===== src/hw/rtl/tss_pkg.sv =====
package tss_pkg;

    // build-time limits
    localparam int MAX_TERMS_DEF = 10;
    localparam int TERMS_LIM     = 16;

    // field and datapath widths
    localparam int ANGLE_W = 32;
    localparam int SINE_W  = 32;
    localparam int CNT_W   = 4;
    localparam int HALF_W  = 32;
    localparam int PW_W    = 64;
    localparam int PROD_W  = 128;
    localparam int TERM_W  = 53;
    localparam int SUM_W   = 64;
    localparam int RND_SH  = 10;

    localparam logic [CNT_W-1:0] TERM_COUNT_RST = CNT_W'(10);

    // scaled reciprocal factorials, c_k = floor(c_(k-1) * 64 / ((2k)(2k+1))), Q9.52
    localparam logic [PROD_W-1:0] C00 = 128'd8 << 52;
    localparam logic [PROD_W-1:0] C01 = (C00 * 128'd64) / 128'd6;
    localparam logic [PROD_W-1:0] C02 = (C01 * 128'd64) / 128'd20;
    localparam logic [PROD_W-1:0] C03 = (C02 * 128'd64) / 128'd42;
    localparam logic [PROD_W-1:0] C04 = (C03 * 128'd64) / 128'd72;
    localparam logic [PROD_W-1:0] C05 = (C04 * 128'd64) / 128'd110;
    localparam logic [PROD_W-1:0] C06 = (C05 * 128'd64) / 128'd156;
    localparam logic [PROD_W-1:0] C07 = (C06 * 128'd64) / 128'd210;
    localparam logic [PROD_W-1:0] C08 = (C07 * 128'd64) / 128'd272;
    localparam logic [PROD_W-1:0] C09 = (C08 * 128'd64) / 128'd342;
    localparam logic [PROD_W-1:0] C10 = (C09 * 128'd64) / 128'd420;
    localparam logic [PROD_W-1:0] C11 = (C10 * 128'd64) / 128'd506;
    localparam logic [PROD_W-1:0] C12 = (C11 * 128'd64) / 128'd600;
    localparam logic [PROD_W-1:0] C13 = (C12 * 128'd64) / 128'd702;
    localparam logic [PROD_W-1:0] C14 = (C13 * 128'd64) / 128'd812;
    localparam logic [PROD_W-1:0] C15 = (C14 * 128'd64) / 128'd930;
    localparam logic [PROD_W-1:0] C16 = (C15 * 128'd64) / 128'd1056;

    localparam logic [PW_W-1:0] COEF_TABLE [0:TERMS_LIM] = '{
        C00[PW_W-1:0], C01[PW_W-1:0], C02[PW_W-1:0], C03[PW_W-1:0],
        C04[PW_W-1:0], C05[PW_W-1:0], C06[PW_W-1:0], C07[PW_W-1:0],
        C08[PW_W-1:0], C09[PW_W-1:0], C10[PW_W-1:0], C11[PW_W-1:0],
        C12[PW_W-1:0], C13[PW_W-1:0], C14[PW_W-1:0], C15[PW_W-1:0],
        C16[PW_W-1:0]
    };

    // payload handed from cell to cell
    typedef struct packed {
        logic                    neg;
        logic [PW_W-1:0]         u2;
        logic [PW_W-1:0]         pw;
        logic signed [SUM_W-1:0] sum;
    } tss_link_t;

endpackage


===== src/hw/rtl/tss_front.sv =====
module tss_front (
    input  logic                          clk,
    input  logic                          rst_n,
    input  logic                          en,
    input  logic                          in_valid,
    input  logic [tss_pkg::ANGLE_W-1:0]   angle,
    output logic                          out_valid,
    output tss_pkg::tss_link_t            out_link
);
    import tss_pkg::*;

    logic                 v1_reg;
    logic                 v2_reg;
    logic                 neg_reg;
    logic [ANGLE_W-1:0]   mag_reg;
    logic [ANGLE_W-1:0]   mag_next;
    logic [2*ANGLE_W-1:0] sq;
    tss_link_t            link_reg;
    tss_link_t            link_next;

    // magnitude of the angle, most negative code gives 2^31
    assign mag_next = angle[ANGLE_W-1] ? (~angle + 1'b1) : angle;

    // u = |x|/8 in Q1.63, u^2 exact as 2*mag^2
    assign sq = mag_reg * mag_reg;

    always_comb
    begin
        link_next.neg = neg_reg;
        link_next.u2  = {sq[2*ANGLE_W-2:0], 1'b0};
        link_next.pw  = {mag_reg, {(PW_W-ANGLE_W){1'b0}}};
        link_next.sum = '0;
    end

    // valid bits
    always_ff @(posedge clk or negedge rst_n)
    begin
        if (!rst_n)
        begin
            v1_reg <= 1'b0;
            v2_reg <= 1'b0;
        end
        else if (en)
        begin
            v1_reg <= in_valid;
            v2_reg <= v1_reg;
        end
    end

    // payload
    always_ff @(posedge clk)
    begin
        if (en)
        begin
            neg_reg  <= angle[ANGLE_W-1];
            mag_reg  <= mag_next;
            link_reg <= link_next;
        end
    end

    assign out_valid = v2_reg;
    assign out_link  = link_reg;

endmodule


===== config.mk =====
export PLATFORM = sky130hd
export DESIGN_NAME = tss_front
export DESIGN_NICKNAME = d
export VERILOG_FILES = /design/src/hw/rtl/tss_pkg.sv /design/src/hw/rtl/tss_front.sv
export SDC_FILE = /design/constraint.sdc
export NUM_CORES = 2
export LEC_CHECK = 0
export BUFFER_PORTS_ARGS = -buffer_cell sky130_fd_sc_hd__buf_2
export CORE_MARGIN = 3
export CORE_UTILIZATION = 55
export DETAILED_ROUTE_END_ITERATION = 7
export PLACE_DENSITY = 0.76
export SYNTH_ARGS = -nofsm -noshare
export SYNTH_HDL_FRONTEND = slang
export SYNTH_SLANG_ARGS = --single-unit

===== constraint.sdc =====
create_clock -name clk -period 8.05 [get_ports clk]
set_input_delay 1.2075 -clock clk [delete_from_list [all_inputs] [get_ports clk]]
set_output_delay 1.2075 -clock clk [all_outputs]
set_load 0.02 [all_outputs]

==> summary by stage <==
Worst setup path
The slowest stage of the critical path belongs to the cell sky130_fd_sc_hd__fa_1. The kind of critical path is flip-flop to flip-flop. The critical path startpoint category is a flip-flop. The signal on the critical path passes through buf_12, inv_1, nor2_1, fa_1, fa_1, fa_1, inv_1, fa_1, inv_1, fa_1, ha_1, fa_1, fa_1, ha_1, a21oi_1, o21ai_0, a22oi_1, nand2_1, a31oi_2, o41ai_2, buf_4, a211o_1, a31oi_1, xnor2_1. The highest cell delay on the worst timing path is 600 ps.

The required time of the worst setup path is 8230 ps. The critical path endpoint category is a flip-flop. Counting both buffers and inverters, the worst setup path holds a total of 5. The gate family responsible for the most delay along the worst path is adder cells.

The highest fanout seen on the critical path is 30. By instance count, the cell type seen most on the critical path is sky130_fd_sc_hd__fa_1. For the worst setup path, the data arrival time is 8010 ps.

Logic synthesis
The total number of yosys warnings is 0. The synthesized design contains 129 register bits. The synthesized netlist contains 72 unique library cells. The prevailing post-synth register cell is sky130_fd_sc_hd__edfxtp_1.

The part of the Yosys area used for sequential elements is 11.1%. Synthesis produced a netlist whose cell count is 3532. The cell area that synthesis handed to floorplanning was 34800 um2. Dividing the synthesized area by the synthesized cell count gives 9.85 um2. In this run, synthesis inferred 127 flip-flops with an integrated enable.

The fraction of registers with async set/reset is 1.55%.

Die
The die height is 258 um. The starting density of the core is 56.0%. The floorplan step defined a core boundary enclosing 62200 um2. The die boundary width is 258 um. The top-level I/O count is 230. The number of rows in the core area is 91.

The die area is 66300 um2.

Timing
For the final routed database, the setup TNS stands at 0 ps. The final number of setup-violating endpoints is 0. Measured against its own limit, the worst slew margin works out to 39.5%.

Counting I/O delays and the setup requirement, the final critical path takes 7830 ps. The fmax is 128 MHz. The final period utilization is 97.2%. The max-slew violation count is 0. Setup repair after global routing could not meet its margin everywhere.

The final clock skew is 20.6 ps. For the pin with the worst max-slew slack, the measured transition is 907 ps. The final hold violation count is 0.

Clock tree
The root buffer selected by CTS is sky130_fd_sc_hd__clkbuf_16. The later-pin clock latency in the skew report is 450 ps. The CTS clock-pin slew for the worst setup and hold paths is 60 ps. TritonCTS built the clock tree. The number of clock sinks is 129. The clock tree buffer depth is 2. The H-tree was split into 4 levels. The total CTS buffers is 17.

For this design, the CTS-stage hold fixing added 0 buffers.

Global routing
The number of antenna violations at the first check in global routing is 0. The combined global-route utilization of all metal layers is 27.3%. The number of global-route vias before repair is 26131. The first global-routing pass estimated 140000 um of wire. Entering global routing, the biggest net connects 70 pins. The total grt overflow is 0.

Place
The routability congestion estimate from global placement is 0.959. The post-detailed-placement half-perimeter wirelength is 72300 um. During placement, the flow inserted port buffers numbering 131.

Route
In this run the remaining antenna-violating nets after routing total 0. After detailed routing, the number of remaining DRC violations is 0. After detailed routing, the average wire length per cell comes to 19.5 um. The iteration count of the initial detailed-routing pass is 7. The first routing iteration left 1545 violations. The wire length after detailed routing is 89400 um. The via total after detailed routing is 24242.

In the routed layout, each cell is associated on average with a via count of 5.30.

Layout
Leaving out fill and tap cells, the most frequent cells in the layout are sky130_fd_sc_hd__inv_1, sky130_fd_sc_hd__fa_1, sky130_fd_sc_hd__nand2_1, sky130_fd_sc_hd__ha_1, sky130_fd_sc_hd__and2_1. The number of antenna diodes in the final layout is 0. The final layout contains 4841 nets. The filler cells instantiated in the layout total 5050.

The flip-flop count of the largest register, all copies and words added is 94. Leaving out fill and tap cells, the most frequent cell in the layout is sky130_fd_sc_hd__inv_1. The post-route netlist has 10.9% of its cells at a drive strength greater than 1. Relative to the synthesized area, the layout overhead comes to 9.28%.

Outcome
The flow ran to the end, and the final reports show no timing, DRC or antenna violations.

Hold path
The worst hold path belongs to the class flip-flop to flip-flop.

Job
The tool flagged a number of max-cap violations equal to 0.
layout make-up:
cell class,instances,area (um2),area share [%]
timing repair buffer,296,2250,5.92
sequential,129,3860,10.2
clock buffer,19,433,1.14
inverter,991,3730,9.80
clock inverter,13,151,0.398
multi-input combinational,2286,26600,69.8
tap,837,1050,2.75
worst register-to-register path, delay by kind of cell (launching register included):
kind | cells | cell delay, ps
adders and majority gates | 9 | 4130
AOI/OAI and AO/OA | 7 | 1760
buffers and inverters | 5 | 840
DFF | 1 | 420
and+or+nand+nor | 2 | 310
xor gates and xnor gates | 1 | 110
metrics by stage:
| step | cells | hold slack [ps] | util (%) | worst slack [ps] | instance area, um2 |
|---|---|---|---|---|---|
| after floorplan | 3629 | 400 | - | 536 | 35200 |
| after global placement | 4466 | 402 | 58.7 | -10.3 | 36500 |
| after detailed placement | 4466 | 413 | 58.7 | -147 | 36500 |
| after CTS | 4511 | 427 | 59.8 | 24.3 | 37200 |
| after global routing | 4571 | 455 | 61.2 | -36.4 | 38000 |
| final | 4571 | 427 | 61.2 | 224 | 38000 |
Yosys cell counts, types with 5 or more instances:
master                     count  area [um2]
sky130_fd_sc_hd__nand3_1      17        85.1
sky130_fd_sc_hd__nand4_1      19         119
sky130_fd_sc_hd__nor2_1       63         236
sky130_fd_sc_hd__o21a_1        5        37.5
sky130_fd_sc_hd__o211ai_1      5        37.5
sky130_fd_sc_hd__nor3_1       11        55.1
sky130_fd_sc_hd__a21oi_1      81         405
sky130_fd_sc_hd__o31ai_1      11        82.6
sky130_fd_sc_hd__edfxtp_1    127        3810
sky130_fd_sc_hd__o21ai_0      36         180
sky130_fd_sc_hd__buf_4        99         743
sky130_fd_sc_hd__and2_1      245        1530
sky130_fd_sc_hd__nand2_1     303        1140
sky130_fd_sc_hd__a31oi_1      11        68.8
sky130_fd_sc_hd__and3_1        9        56.3
sky130_fd_sc_hd__a21o_1       41         308
sky130_fd_sc_hd__xnor2_1      80         701
sky130_fd_sc_hd__nor2b_1       7        43.8
sky130_fd_sc_hd__a211oi_1      7        52.6
sky130_fd_sc_hd__ha_1        289        3620
sky130_fd_sc_hd__fa_1        795       15900
sky130_fd_sc_hd__xor2_1       46         403
sky130_fd_sc_hd__o21ai_1       9        45.0
sky130_fd_sc_hd__a31o_2       11        96.3
sky130_fd_sc_hd__inv_1       990        3720
sky130_fd_sc_hd__o21bai_1     14         105
sky130_fd_sc_hd__clkbuf_1    120         450
layer usage:
metal / vias to the layer above / GRT usage [%] / wire length [um]
li1: 10661 / - / -
met1: 12303 / 32.8 / 32100
met2: 1027 / 48.5 / 46200
met3: 251 / 4.48 / 6560
met4: 0 / 11.6 / 4560
met5: - / 0 / 0
cells by family (layout without fill, tap and decap cells):
group,count (synthesis),in the layout,synth area share (%)
flops,129,129,11.1
fa+ha+maj,1084,1084,56.1
other cells,1,98,0.0108
compound gates,267,267,5.13
xor+xnor,126,126,3.17
mux,7,7,0.216
buf+inv,1214,1319,14.2
simple gates,704,704,10.1
path summary, 6_finish.rpt:
| kind | startpoint | end | slack (ps) | depth (start not counted) |
|---|---|---|---|---|
| max in group asynchronous | rst_n | out_valid$_DFFE_PN0P_ | 7420 | 1 |
| worst min register to register | neg_reg$_DFFE_PP_ | out_link[192]$_DFFE_PP_ | 430 | 0 |
| worst max-delay path | mag_reg[8]$_DFFE_PP_ | out_link[183]$_DFFE_PP_ | 220 | 24 |
| worst min-delay path | neg_reg$_DFFE_PP_ | out_link[192]$_DFFE_PP_ | 430 | 0 |
| worst max register to register | mag_reg[8]$_DFFE_PP_ | out_link[183]$_DFFE_PP_ | 220 | 24 |
| min in group asynchronous | rst_n | v1_reg$_DFFE_PN0P_ | 530 | 1 |
timing repair:
action | CTS | global route
gates resized for setup | 3 | 71
setup endpoints to repair | 8 | 24
cloned | 0 | 8
setup buffers | 13 | 53
pin swaps | 2 | 29
Power is left out: the tool's default activity adds up to more than one toggle a clock period on the data nets, which glitch-free logic cannot reach.
