--- src/hw/rtl/tss_pkg.sv ---
package tss_pkg;

    // build-time limits
    localparam int MAX_TERMS_DEF = 10;
    localparam int TERMS_LIM     = 16;

    // field and datapath widths
    localparam int ANGLE_W = 32;
    localparam int SINE_W  = 32;
    localparam int CNT_W   = 4;
    localparam int HALF_W  = 32;
    localparam int PW_W    = 64;
    localparam int PROD_W  = 128;
    localparam int TERM_W  = 53;
    localparam int SUM_W   = 64;
    localparam int RND_SH  = 10;

    localparam logic [CNT_W-1:0] TERM_COUNT_RST = CNT_W'(10);

    // scaled reciprocal factorials, c_k = floor(c_(k-1) * 64 / ((2k)(2k+1))), Q9.52
    localparam logic [PROD_W-1:0] C00 = 128'd8 << 52;
    localparam logic [PROD_W-1:0] C01 = (C00 * 128'd64) / 128'd6;
    localparam logic [PROD_W-1:0] C02 = (C01 * 128'd64) / 128'd20;
    localparam logic [PROD_W-1:0] C03 = (C02 * 128'd64) / 128'd42;
    localparam logic [PROD_W-1:0] C04 = (C03 * 128'd64) / 128'd72;
    localparam logic [PROD_W-1:0] C05 = (C04 * 128'd64) / 128'd110;
    localparam logic [PROD_W-1:0] C06 = (C05 * 128'd64) / 128'd156;
    localparam logic [PROD_W-1:0] C07 = (C06 * 128'd64) / 128'd210;
    localparam logic [PROD_W-1:0] C08 = (C07 * 128'd64) / 128'd272;
    localparam logic [PROD_W-1:0] C09 = (C08 * 128'd64) / 128'd342;
    localparam logic [PROD_W-1:0] C10 = (C09 * 128'd64) / 128'd420;
    localparam logic [PROD_W-1:0] C11 = (C10 * 128'd64) / 128'd506;
    localparam logic [PROD_W-1:0] C12 = (C11 * 128'd64) / 128'd600;
    localparam logic [PROD_W-1:0] C13 = (C12 * 128'd64) / 128'd702;
    localparam logic [PROD_W-1:0] C14 = (C13 * 128'd64) / 128'd812;
    localparam logic [PROD_W-1:0] C15 = (C14 * 128'd64) / 128'd930;
    localparam logic [PROD_W-1:0] C16 = (C15 * 128'd64) / 128'd1056;

    localparam logic [PW_W-1:0] COEF_TABLE [0:TERMS_LIM] = '{
        C00[PW_W-1:0], C01[PW_W-1:0], C02[PW_W-1:0], C03[PW_W-1:0],
        C04[PW_W-1:0], C05[PW_W-1:0], C06[PW_W-1:0], C07[PW_W-1:0],
        C08[PW_W-1:0], C09[PW_W-1:0], C10[PW_W-1:0], C11[PW_W-1:0],
        C12[PW_W-1:0], C13[PW_W-1:0], C14[PW_W-1:0], C15[PW_W-1:0],
        C16[PW_W-1:0]
    };

    // payload handed from cell to cell
    typedef struct packed {
        logic                    neg;
        logic [PW_W-1:0]         u2;
        logic [PW_W-1:0]         pw;
        logic signed [SUM_W-1:0] sum;
    } tss_link_t;

endpackage

--- src/hw/rtl/tss_back.sv ---
module tss_back (
    input  logic                         clk,
    input  logic                         rst_n,
    input  logic                         en,
    input  logic                         in_valid,
    input  tss_pkg::tss_link_t           in_link,
    output logic                         out_valid,
    output logic [tss_pkg::SINE_W-1:0]   sine,
    output logic                         saturated
);
    import tss_pkg::*;

    localparam int              R_W     = SUM_W - RND_SH;
    localparam logic [SUM_W-1:0] HALF_LSB = SUM_W'(1) << (RND_SH - 1);
    localparam logic [R_W-1:0]  POS_LIM = R_W'(64'h0000_0000_7FFF_FFFF);
    localparam logic [R_W-1:0]  NEG_LIM = R_W'(64'h0000_0000_8000_0000);

    logic              v1_reg, v2_reg, v3_reg;
    logic [SUM_W-1:0]  mag_reg, mag_next;
    logic              flip1_reg, flip2_reg, flip_next;
    logic [SUM_W-1:0]  rsum;
    logic [R_W-1:0]    r_reg;
    logic              neg_out;
    logic [R_W-1:0]    lim;
    logic              sat_next;
    logic [R_W-1:0]    rv;
    logic [SINE_W-1:0] sine_next;
    logic [SINE_W-1:0] sine_reg;
    logic              sat_reg;

    // magnitude of the sum and the combined sign
    assign mag_next  = in_link.sum[SUM_W-1] ? (~in_link.sum + 1'b1) : in_link.sum;
    assign flip_next = in_link.sum[SUM_W-1] ^ in_link.neg;

    // round to nearest, ties away from zero
    assign rsum = mag_reg + HALF_LSB;

    // clamp and apply the sign
    always_comb
    begin
        neg_out   = flip2_reg && (r_reg != '0);
        lim       = neg_out ? NEG_LIM : POS_LIM;
        sat_next  = r_reg > lim;
        rv        = sat_next ? lim : r_reg;
        sine_next = neg_out ? (~rv[SINE_W-1:0] + 1'b1) : rv[SINE_W-1:0];
    end

    // valid bits
    always_ff @(posedge clk or negedge rst_n)
    begin
        if (!rst_n)
        begin
            v1_reg <= 1'b0;
            v2_reg <= 1'b0;
            v3_reg <= 1'b0;
        end
        else if (en)
        begin
            v1_reg <= in_valid;
            v2_reg <= v1_reg;
            v3_reg <= v2_reg;
        end
    end

    // payload
    always_ff @(posedge clk)
    begin
        if (en)
        begin
            mag_reg   <= mag_next;
            flip1_reg <= flip_next;
            r_reg     <= rsum[SUM_W-1:RND_SH];
            flip2_reg <= flip1_reg;
            sine_reg  <= sine_next;
            sat_reg   <= sat_next;
        end
    end

    assign out_valid = v3_reg;
    assign sine      = sine_reg;
    assign saturated = sat_reg;

endmodule

--- config.mk ---
export PLATFORM = sky130hd
export DESIGN_NAME = tss_back
export DESIGN_NICKNAME = d
export VERILOG_FILES = /design/src/hw/rtl/tss_pkg.sv /design/src/hw/rtl/tss_back.sv
export SDC_FILE = /design/constraint.sdc
export NUM_CORES = 1
export LEC_CHECK = 0
export BUFFER_PORTS_ARGS = -buffer_cell sky130_fd_sc_hd__buf_2
export CORE_ASPECT_RATIO = 0.5
export CORE_UTILIZATION = 48
export DETAILED_ROUTE_END_ITERATION = 10
export PLACE_DENSITY = 0.77
export SYNTH_ARGS = -nofsm -noshare
export SYNTH_HDL_FRONTEND = slang
export SYNTH_SLANG_ARGS = --single-unit
--- constraint.sdc ---
create_clock -name clk -period 6.8 [get_ports clk]
set_input_delay 0.68 -clock clk [delete_from_list [all_inputs] [get_ports clk]]
set_output_delay 0.68 -clock clk [all_outputs]
set_load 0.01 [all_outputs]
==> results of run 1 <==
area by class of cell:
class / count / area (sq um)
antenna: 6 / 15.01
clock buffer: 17 / 425.4
clock inverter: 15 / 195.2
fill: 1342 / 6950
inverter: 8 / 30.03
multi-input combinational: 556 / 3779
sequential: 147 / 4399
tap: 227 / 284.0
timing repair buffer: 108 / 561.8
critical path, stage by stage (launching register included):
cell       delay [ps]
edfxtp_1          520
or4_1             610
nor3b_1           430
nand4_1           230
o41a_4            630
ha_1              410
and4_1            210
nor4bb_1          420
o31a_1            220
a2111oi_0          70
o221a_2           250
inv_1             150
nand2_1           180
o21ai_0           140
ha_1              210
nand4_1           200
or2_2             380
o41ai_1           300
xor2_1            220
a21oi_1           110
layer usage:
layer / vias to the layer above / part of all wire [%] / track usage, %
met5: - / 0.12 / 0
met4: 4 / 1.4 / 6.301
met3: 25 / 7.2 / 5.760
met2: 190 / 45 / 31.27
met1: 2818 / 47 / 25.24
li1: 2995 / - / -
worst paths after layout:
kind | from | end
worst max-delay path | r_reg[15] | sine[30]
worst min-delay path | rst_n | v2_reg
worst max register to register | r_reg[15] | sine[30]
worst min register to register | flip1_reg | flip2_reg
max in group asynchronous | rst_n | v1_reg
min in group clk | flip1_reg | flip2_reg
report_power, final:
part	switching, W	internal [W]
registers	0.0000704	0.00110
clock network	0.000399	0.000590
logic	0.000152	0.000127
total	0.000621	0.00182
kinds of logic (layout without fill, tap and decap cells):
family | Yosys count | in the layout | synth area share (%)
compound gates | 129 | 129 | 9.633
simple gates | 270 | 270 | 17.62
mux | 3 | 3 | 0.4076
xor+xnor | 120 | 120 | 12.68
buf+inv | 31 | 148 | 1.434
other cells | 0 | 6 | 0
fa+ha+maj | 34 | 34 | 5.134
flops | 147 | 147 | 53.09
cell usage in the layout, fill, tap and decap left out, types with 8 or more instances in the layout:
master,n
nand4_1,22
inv_1,8
nor2_1,47
xnor2_1,90
o21ai_0,29
nand2_1,65
edfxtp_1,144
and3_1,10
nor4_1,16
clkbuf_16,17
xor2_1,30
nand2b_1,9
buf_2,101
nand3_1,22
a21oi_1,53
ha_1,34
o31ai_1,15
or4_1,10
or3_1,20
nor3_1,22
through the flow:
step	power, W	cell area (sq um)	utilization (%)	hold WS, ps	std cells
2_1_floorplan	0.001344	8287	-	384.4	734
3_3_place_gp	0.001443	9045	54.36	407.3	1046
3_5_place_dp	0.001462	9045	54.36	415.2	1046
4_1_cts	0.002447	9666	58.09	29.98	1078
5_1_grt	0.002529	9679	58.17	28.58	1080
6_report	0.002436	9689	58.23	43.80	1084
timing repair:
action	in CTS	in global routing
hold endpoints to repair	0	0
setup endpoints to repair	0	1
hold buffers	0	0
gates resized for setup	0	1
==> reports/metrics.yaml, run 1 <==
grt.overflow.total: 0
area_growth_pct: 16.93
yosysMostFrequentCell: "edfxtp_1"
cts_tree: "done"
crit_type: "reg2reg"
clockBufferDepth: 2
dr.pass1.iters: 5
routabilityCongestion: 0.8533
antenna_found_initial: 7
tightest_slew_ps: 939.1
wl_per_cell_um: 15.47
ys_warn_count: 0
synth_area_per_cell_sq_um: 11.29
yosysTopAreaCell: "edfxtp_1"
hp-class: "in2async"
period_share_pct: 90.76
status: "complete, no violations"
ys_seq_area_share_pct: 53.09
htree_levels: 4
syn_area_sq_um: 8287
finalSetupTns_ps: 0
setup_violations: 0
p_leak_nw: 3.458
r2r_setup_slack_ps: 630
clk_pin_slew_ps: 70
num_vias: 6032
cts-root-buf: "clkbuf_16"
fp.dieArea_sq_um: 17830
critPathLaunchType: "register"
cts_setup_buffers: 0
cap_violations: 0
clkLatencyLatePin_ps: 420
syn_nets: 965
final_antenna_net_count: 0
required_ps: 6950
ys_seq_elements: 147
critPathArrivalTime_ps: 6320
post-route-min-period_ps: 6172
die_y_um: 94.91
grt_first_pass_wirelength_mm: 26.99
synth_edf_count: 144
netlist_top_cells_area: "edfxtp_1 (52%), xnor2_1 (9.5%), ha_1 (5.1%)"
hold_viol_final: 0
reg2regPathDepth: 19
die_x_um: 187.8
rows: 33
p_per_area_nw_per_um2: 251.4
yosysUniqueCellTypes: 56
port_buffers: 102
synth_top_cell_area_share_pct: 52.18
async_flop_share_pct: 2.041
wirelength_mm: 16.77
grt_pass1_vias: 5633
rsz0062_at_grt: "false"
viasPerCell: 5.565
drv_slew: 0
maxSlewHeadroom_pct: 37.39
start_util_pct: 49.80
dp_slack_ps: 501.8
ys.flop_type: "edfxtp_1"
endpoint_kind: "register"
path_max_fanout: 47
nets: 1069
drcViolationCount: 0
gr-usage-all-layers_pct: 19.38
largest_reg_flops: 55
hpwl_mm: 12.18
setup_ws_ps: 628.3
drt_iter0_markers: 417
io_pins: 231
drive_gt1_share_pct: 18.57
cts.sinks: 147
max_freq_mhz: 162.0
skew_ps: 10.97
synth_common_cells: "edfxtp_1 (144), xnor2_1 (90), nand2_1 (65), a21oi_1 (53), nor2_1 (47)"
synth_cells: 734
vdd_drop_max_mv: 0.1641
coreArea_sq_um: 16640
cts-buffers-inserted: 17
grt_max_degree: 80
Note: power is estimated with default switching activity, not from simulation.
==> run 2, diff against run 1 <==
Settings changed: BUFFER_PORTS_ARGS -buffer_cell sky130_fd_sc_hd__buf_2 to default, CORE_UTILIZATION 48 to 58, DONT_BUFFER_PORTS from default to 1, PLACE_DENSITY 0.77 to 0.76.
==> reports/metrics.yaml, run 2 (synthesis results as in run 1) <==
clk_pin_slew_ps: 60  # about the same
rows: 30  # -9.1%
grt.met3_usage_pct: 6.210  # +0.45 points
die_y_um: 86.52  # -8.8%
nets: 968  # -9.4%
cts.sinks: 147  # unchanged
port_buffers: 0  # -100%
drv_slew: 0  # unchanged
status: "complete, no violations"
regArea_sq_um: 4399  # unchanged
coreArea_sq_um: 13740  # -17%
drt_iter0_markers: 504  # +21%
cts-root-buf: "clkbuf_16"
clockBufferDepth: 2  # unchanged
critPathArrivalTime_ps: 6430  # +110 ps
cts_setup_buffers: 0  # unchanged
cap_violations: 0  # unchanged
num_vias: 5604  # -7.1%
final_cell_mix: "edfxtp_1 (144), xnor2_1 (90), nand2_1 (65)"
max_freq_mhz: 159.4  # -1.6%
clkLatencyLatePin_ps: 420  # about the same
io_pins: 231  # unchanged
grt_pass1_vias: 5330  # -5.4%
cts-buffers-inserted: 17  # unchanged
crit_type: "reg2reg"
routabilityCongestion: 0.8683  # +1.8%
dr.pass1.iters: 5  # unchanged
hp-class: "in2reg"
setup_ws_ps: 524.7  # -103.5 ps
final_antenna_net_count: 0  # unchanged
dp_slack_ps: 546.2  # +44.39 ps
critPathLaunchType: "register"
endpoint_kind: "register"
tightest_slew_ps: 866.5  # -72.67 ps
n_antenna_cell: 0  # -6
hold_viol_final: 0  # unchanged
rsz0062_at_grt: "false"
required_ps: 6950  # about the same
path_max_fanout: 33  # -30%
crit_path_top_delay_cell: "or4_1"
area_growth_pct: 9.724
vdd_drop_max_mv: 0.2010  # +22%
gr-usage-all-layers_pct: 22.90  # +3.5 points
grt_util_met2_pct: 36.59  # +5.3 points
p_leak_nw: 3.056  # -12%
grt-busiest-layer: "met2"
p_per_area_nw_per_um2: 254.9  # +1.4%
fill_cells: 1071  # -20%
maxSlewHeadroom_pct: 41.70  # +4.3 points
drive_gt1_share_pct: 7.333  # -11 points
start_util_pct: 60.32  # +11 points
post-route-min-period_ps: 6275  # +103.5 ps
setup_violations: 0  # unchanged
grt_first_pass_wirelength_mm: 25.75  # -4.6%
multiInputGateArea_sq_um: 3779  # unchanged
wirelength_mm: 15.93  # -5.0%
skew_ps: 9.499  # -1.473 ps
grt_use_met1_pct: 29.97  # +4.7 points
antenna_found_initial: 0  # -7
layout_commonest_cell: "edfxtp_1"
period_share_pct: 92.28  # +1.5 points
max_stage_delay_ps: 610  # -20 ps
htree_levels: 4  # unchanged
drcViolationCount: 0  # unchanged
viasPerCell: 5.949  # +6.9%
cts_tree: "done"
wl_per_cell_um: 16.91  # +9.3%
hpwl_mm: 11.13  # -8.6%
grt_max_degree: 148  # +85%
finalPower_w: 0.002318  # -4.9%
fp.dieArea_sq_um: 14800  # -17%
crit_chain: "or4_1 > nor3b_1 > nand4_1 > o41a_4 > ha_1 > and4_1 > nor4bb_1 > o31a_1 > a2111oi_0 > o221a_2 > inv_1 > nand2_1 > o21ai_0 > ha_1 > nand4_1 > or2_2 > o41ai_1 > xor2_1 > a21oi_1"
grt.overflow.total: 0  # unchanged
largest_reg_flops: 55  # unchanged
die_x_um: 171.0  # -8.9%
finalSetupTns_ps: 0  # unchanged
-- run 2: cell count changes in the layout (fill, tap and decap cells not counted), sizes merged --
cell         change
diode            -6
dlygate4sd3      +1
clkbuf           +1
inv              -5
clkinv           +2
buf            -102
clkinvlp         +2
-- run 2: through the flow --
step	cells	hold slack (ps)	utilization [%]	instance area, sq um
floorplan	734	384.4	-	8287
global placement	909	384.5	61.76	8484
CTS	942	370.5	66.12	9084
detailed placement	909	384.5	61.76	8484
finish	942	380.4	66.18	9092
global route	942	360.2	66.18	9092
-- run 2: worst max-delay path, delay by kind of cell, from the launching register on --
family / cells / cell delay (ps)
buffers and inverters: 1 / 220
XOR/XNOR: 1 / 220
flip-flops: 1 / 500
AND/OR/NAND/NOR: 8 / 2780
adder cells (fa/ha/maj): 2 / 580
AO/OA/AOI/OAI: 7 / 1710
-- run 2: area by class of cell --
type	instances	share of cell area, %
clock buffer	18	4.720
clock inverter	14	1.761
inverter	8	0.3303
multi-input combinational	556	41.56
sequential	147	48.38
tap	192	2.642
timing repair buffer	7	0.6055
-- run 2: worst paths after layout --
kind | startpoint | end | slack [ps] | depth (start not counted)
worst min-delay path | en | sine[25] | 380 | 0
max in group asynchronous | rst_n | v1_reg | 6150 | 1
worst max-delay path | r_reg[15] | sine[30] | 520 | 19
worst max register to register | r_reg[15] | sine[30] | 520 | 19
min in group asynchronous | rst_n | v2_reg | 510 | 1
worst min register to register | flip1_reg | flip2_reg | 420 | 0
-- run 2: repair_timing --
item	in CTS	in global routing
endpoints found under the hold margin	3	0
hold buffers	1	0
endpoints found under the setup margin	0	1
resized for setup	0	1
-- run 2: where the power goes --
part | switching [W] | leakage (nW) | internal [W] | total (W)
Clock | 0.000360 | 0.288 | 0.000575 | 0.000935
Sequential | 0.0000774 | 1.42 | 0.00110 | 0.00118
Combinational | 0.000101 | 1.35 | 0.000106 | 0.000207
-- run 2: routing by layer --
layer	wire length [um]	vias to the layer above
met2	7305	161
met5	0	-
met3	970	24
li1	-	2780
met4	265	0
met1	7390	2639
==> run 3, diff against run 2 <==
--- a/config.mk
+++ b/config.mk
@@ -8,2 +8,3 @@
 export CORE_ASPECT_RATIO = 0.5
+export CORE_MARGIN = 2
 export CORE_UTILIZATION = 58
==> constraint.sdc (replaced) <==
create_clock -name clk -period 6.8 [get_ports clk]
set_input_delay 1.36 -clock clk [delete_from_list [all_inputs] [get_ports clk]]
set_output_delay 1.36 -clock clk [all_outputs]
set_load 0.01 [all_outputs]
==> reports/metrics.yaml, run 3 (synthesis results as in run 1) <==
dr.pass1.iters: 5  # unchanged
clk_pin_slew_ps: 60  # about the same
cts_setup_buffers: 0  # unchanged
coreArea_sq_um: 13740  # unchanged
path_max_fanout: 56  # +70%
n_antenna_cell: 0  # unchanged
grt.overflow.total: 0  # unchanged
r2r_setup_slack_ps: 620  # +90 ps
critPathArrivalTime_ps: 6340  # -90 ps
grt_first_pass_wirelength_mm: 26.07  # +1.2%
final_cell_mix: "edfxtp_1 (144), xnor2_1 (90), nand2_1 (65)"
hpwl_mm: 11.26  # +1.2%
setup_violations: 0  # unchanged
clockBufferDepth: 2  # unchanged
die_y_um: 88.52  # +2.3%
grt_pass1_vias: 5424  # +1.8%
cts-root-buf: "clkbuf_16"
area_growth_pct: 9.256
viasPerCell: 5.932  # -0.29%
fp.dieArea_sq_um: 15320  # +3.5%
fin_area_sq_um: 9054  # -0.43%
routabilityCongestion: 0.8566  # -1.3%
vdd_drop_max_mv: 0.1776  # -12%
hold_viol_final: 0  # unchanged
cts-buffers-inserted: 17  # unchanged
crit_type: "reg2reg"
critPathLaunchType: "register"
regArea_sq_um: 4399  # unchanged
min_from: "flip1_reg"
grt_max_degree: 148  # unchanged
layout_commonest_cell: "edfxtp_1"
hp-class: "reg2reg"
status: "complete, no violations"
setup.worst_path.end: "sine[30]"
wirelength_mm: 15.60  # -2.1%
skew_ps: 11.99  # +2.490 ps
postCtsResizedCells: 0  # unchanged
drv_slew: 0  # unchanged
max_freq_mhz: 161.8  # +1.5%
p_leak_nw: 3.032  # -0.80%
timing.rr.start: "r_reg[15]"
cap_violations: 0  # unchanged
io_pins: 231  # unchanged
start_util_pct: 60.32  # unchanged
die_x_um: 173.0  # +1.2%
htree_levels: 4  # unchanged
multiInputGateArea_sq_um: 3770  # -0.23%
rows: 30  # unchanged
drt_iter0_markers: 373  # -26%
antenna_found_initial: 0  # unchanged
port_buffers: 0  # unchanged
finalSetupTns_ps: 0  # unchanged
hold_buffers: 0  # -1
placed_area_sq_um: 8484  # unchanged
r2r_end: "sine[30]"
num_vias: 5582  # -0.39%
final_antenna_net_count: 0  # unchanged
cts.sinks: 147  # unchanged
largest_reg_flops: 55  # unchanged
p_per_area_nw_per_um2: 251.5  # -1.3%
gr-usage-all-layers_pct: 21.88  # -1.0 points
critPathLaunch: "r_reg[15]"
endpoint_kind: "register"
fill_cells: 1024  # -4.4%
nets: 967  # -0.10%
reg2regPathDepth: 19  # unchanged
period_share_pct: 90.89  # -1.4 points
rsz0062_at_grt: "false"
drive_gt1_share_pct: 7.210  # -0.12 points
clkLatencyLatePin_ps: 420  # about the same
maxSlewHeadroom_pct: 32.91  # -8.8 points
required_ps: 6960  # about the same
tightest_slew_ps: 1006  # +139.9 ps
cts_tree: "done"
post-route-min-period_ps: 6181  # -94.63 ps
wl_per_cell_um: 16.57  # -2.0%
drcViolationCount: 0  # unchanged
[run 3: cell types whose count changed in the layout (fill, tap and decap cells not counted), sizes merged]
cell	before	now
bufinv	3	2
clkinvlp	2	3
clkbuf	18	19
dlygate4sd3	1	0
clkinv	6	7
inv	11	9
[run 3: worst max-delay path, stage by stage, from the launching register on]
cell       delay, ps
edfxtp_1         490
or4_1            600
nor3b_1          280
nand4_1          180
o41a_2           820
ha_1             500
and4_1           210
nor4bb_1         410
o31a_1           220
a2111oi_0         70
o221a_2          260
inv_1            120
nand2_1          150
o21ai_0          170
ha_1             200
nand4_1          200
or2_2            390
o41ai_1          310
xor2_1           220
a21oi_1           90
[run 3: through the flow]
stage	cells	total power, W	util, %	setup slack (ps)	hold WS, ps
finish	941	0.002277	65.90	619.4	420.2
global placement	909	0.001383	61.76	725.5	409.3
floorplan	734	0.001344	-	314.3	400.3
detailed placement	909	0.001397	61.76	678.5	406.1
global route	941	0.002384	65.90	211.7	423.9
CTS	941	0.002296	65.90	672.4	420.7
[run 3: how the worst min path moves through the flow]
stage,end,cells past startpoint
after floorplan,flip2_reg,0
after global placement,flip2_reg,0
after detailed placement,flip2_reg,0
after CTS,flip2_reg,0
after global routing,flip2_reg,0
final,flip2_reg,0
[run 3: power breakdown]
group / switching [W] / internal (W) / total, W
combinational: 0.000101 / 0.000104 / 0.000205
sequential: 0.0000765 / 0.00110 / 0.00118
clock: 0.000358 / 0.000538 / 0.000896
total: 0.000535 / 0.00174 / 0.00228
[run 3: area by class of cell]
cell class	instances	area share, %
clock buffers	19	4.782
inverters	8	0.3317
multi-input cells	556	41.64
repair buffers	6	0.4975
flip-flops and latches	147	48.59
well taps	192	2.653
clock inverters	13	1.506
[run 3: metal layers]
| layer | part of all wire (%) | track usage [%] | vias to the layer above |
|---|---|---|---|
| met3 | 6.8 | 7.045 | 23 |
| met2 | 45 | 35.35 | 182 |
| met4 | 1.6 | 7.550 | 0 |
| met1 | 46 | 28.47 | 2602 |
| met5 | 0 | 0 | - |
| li1 | - | - | 2775 |
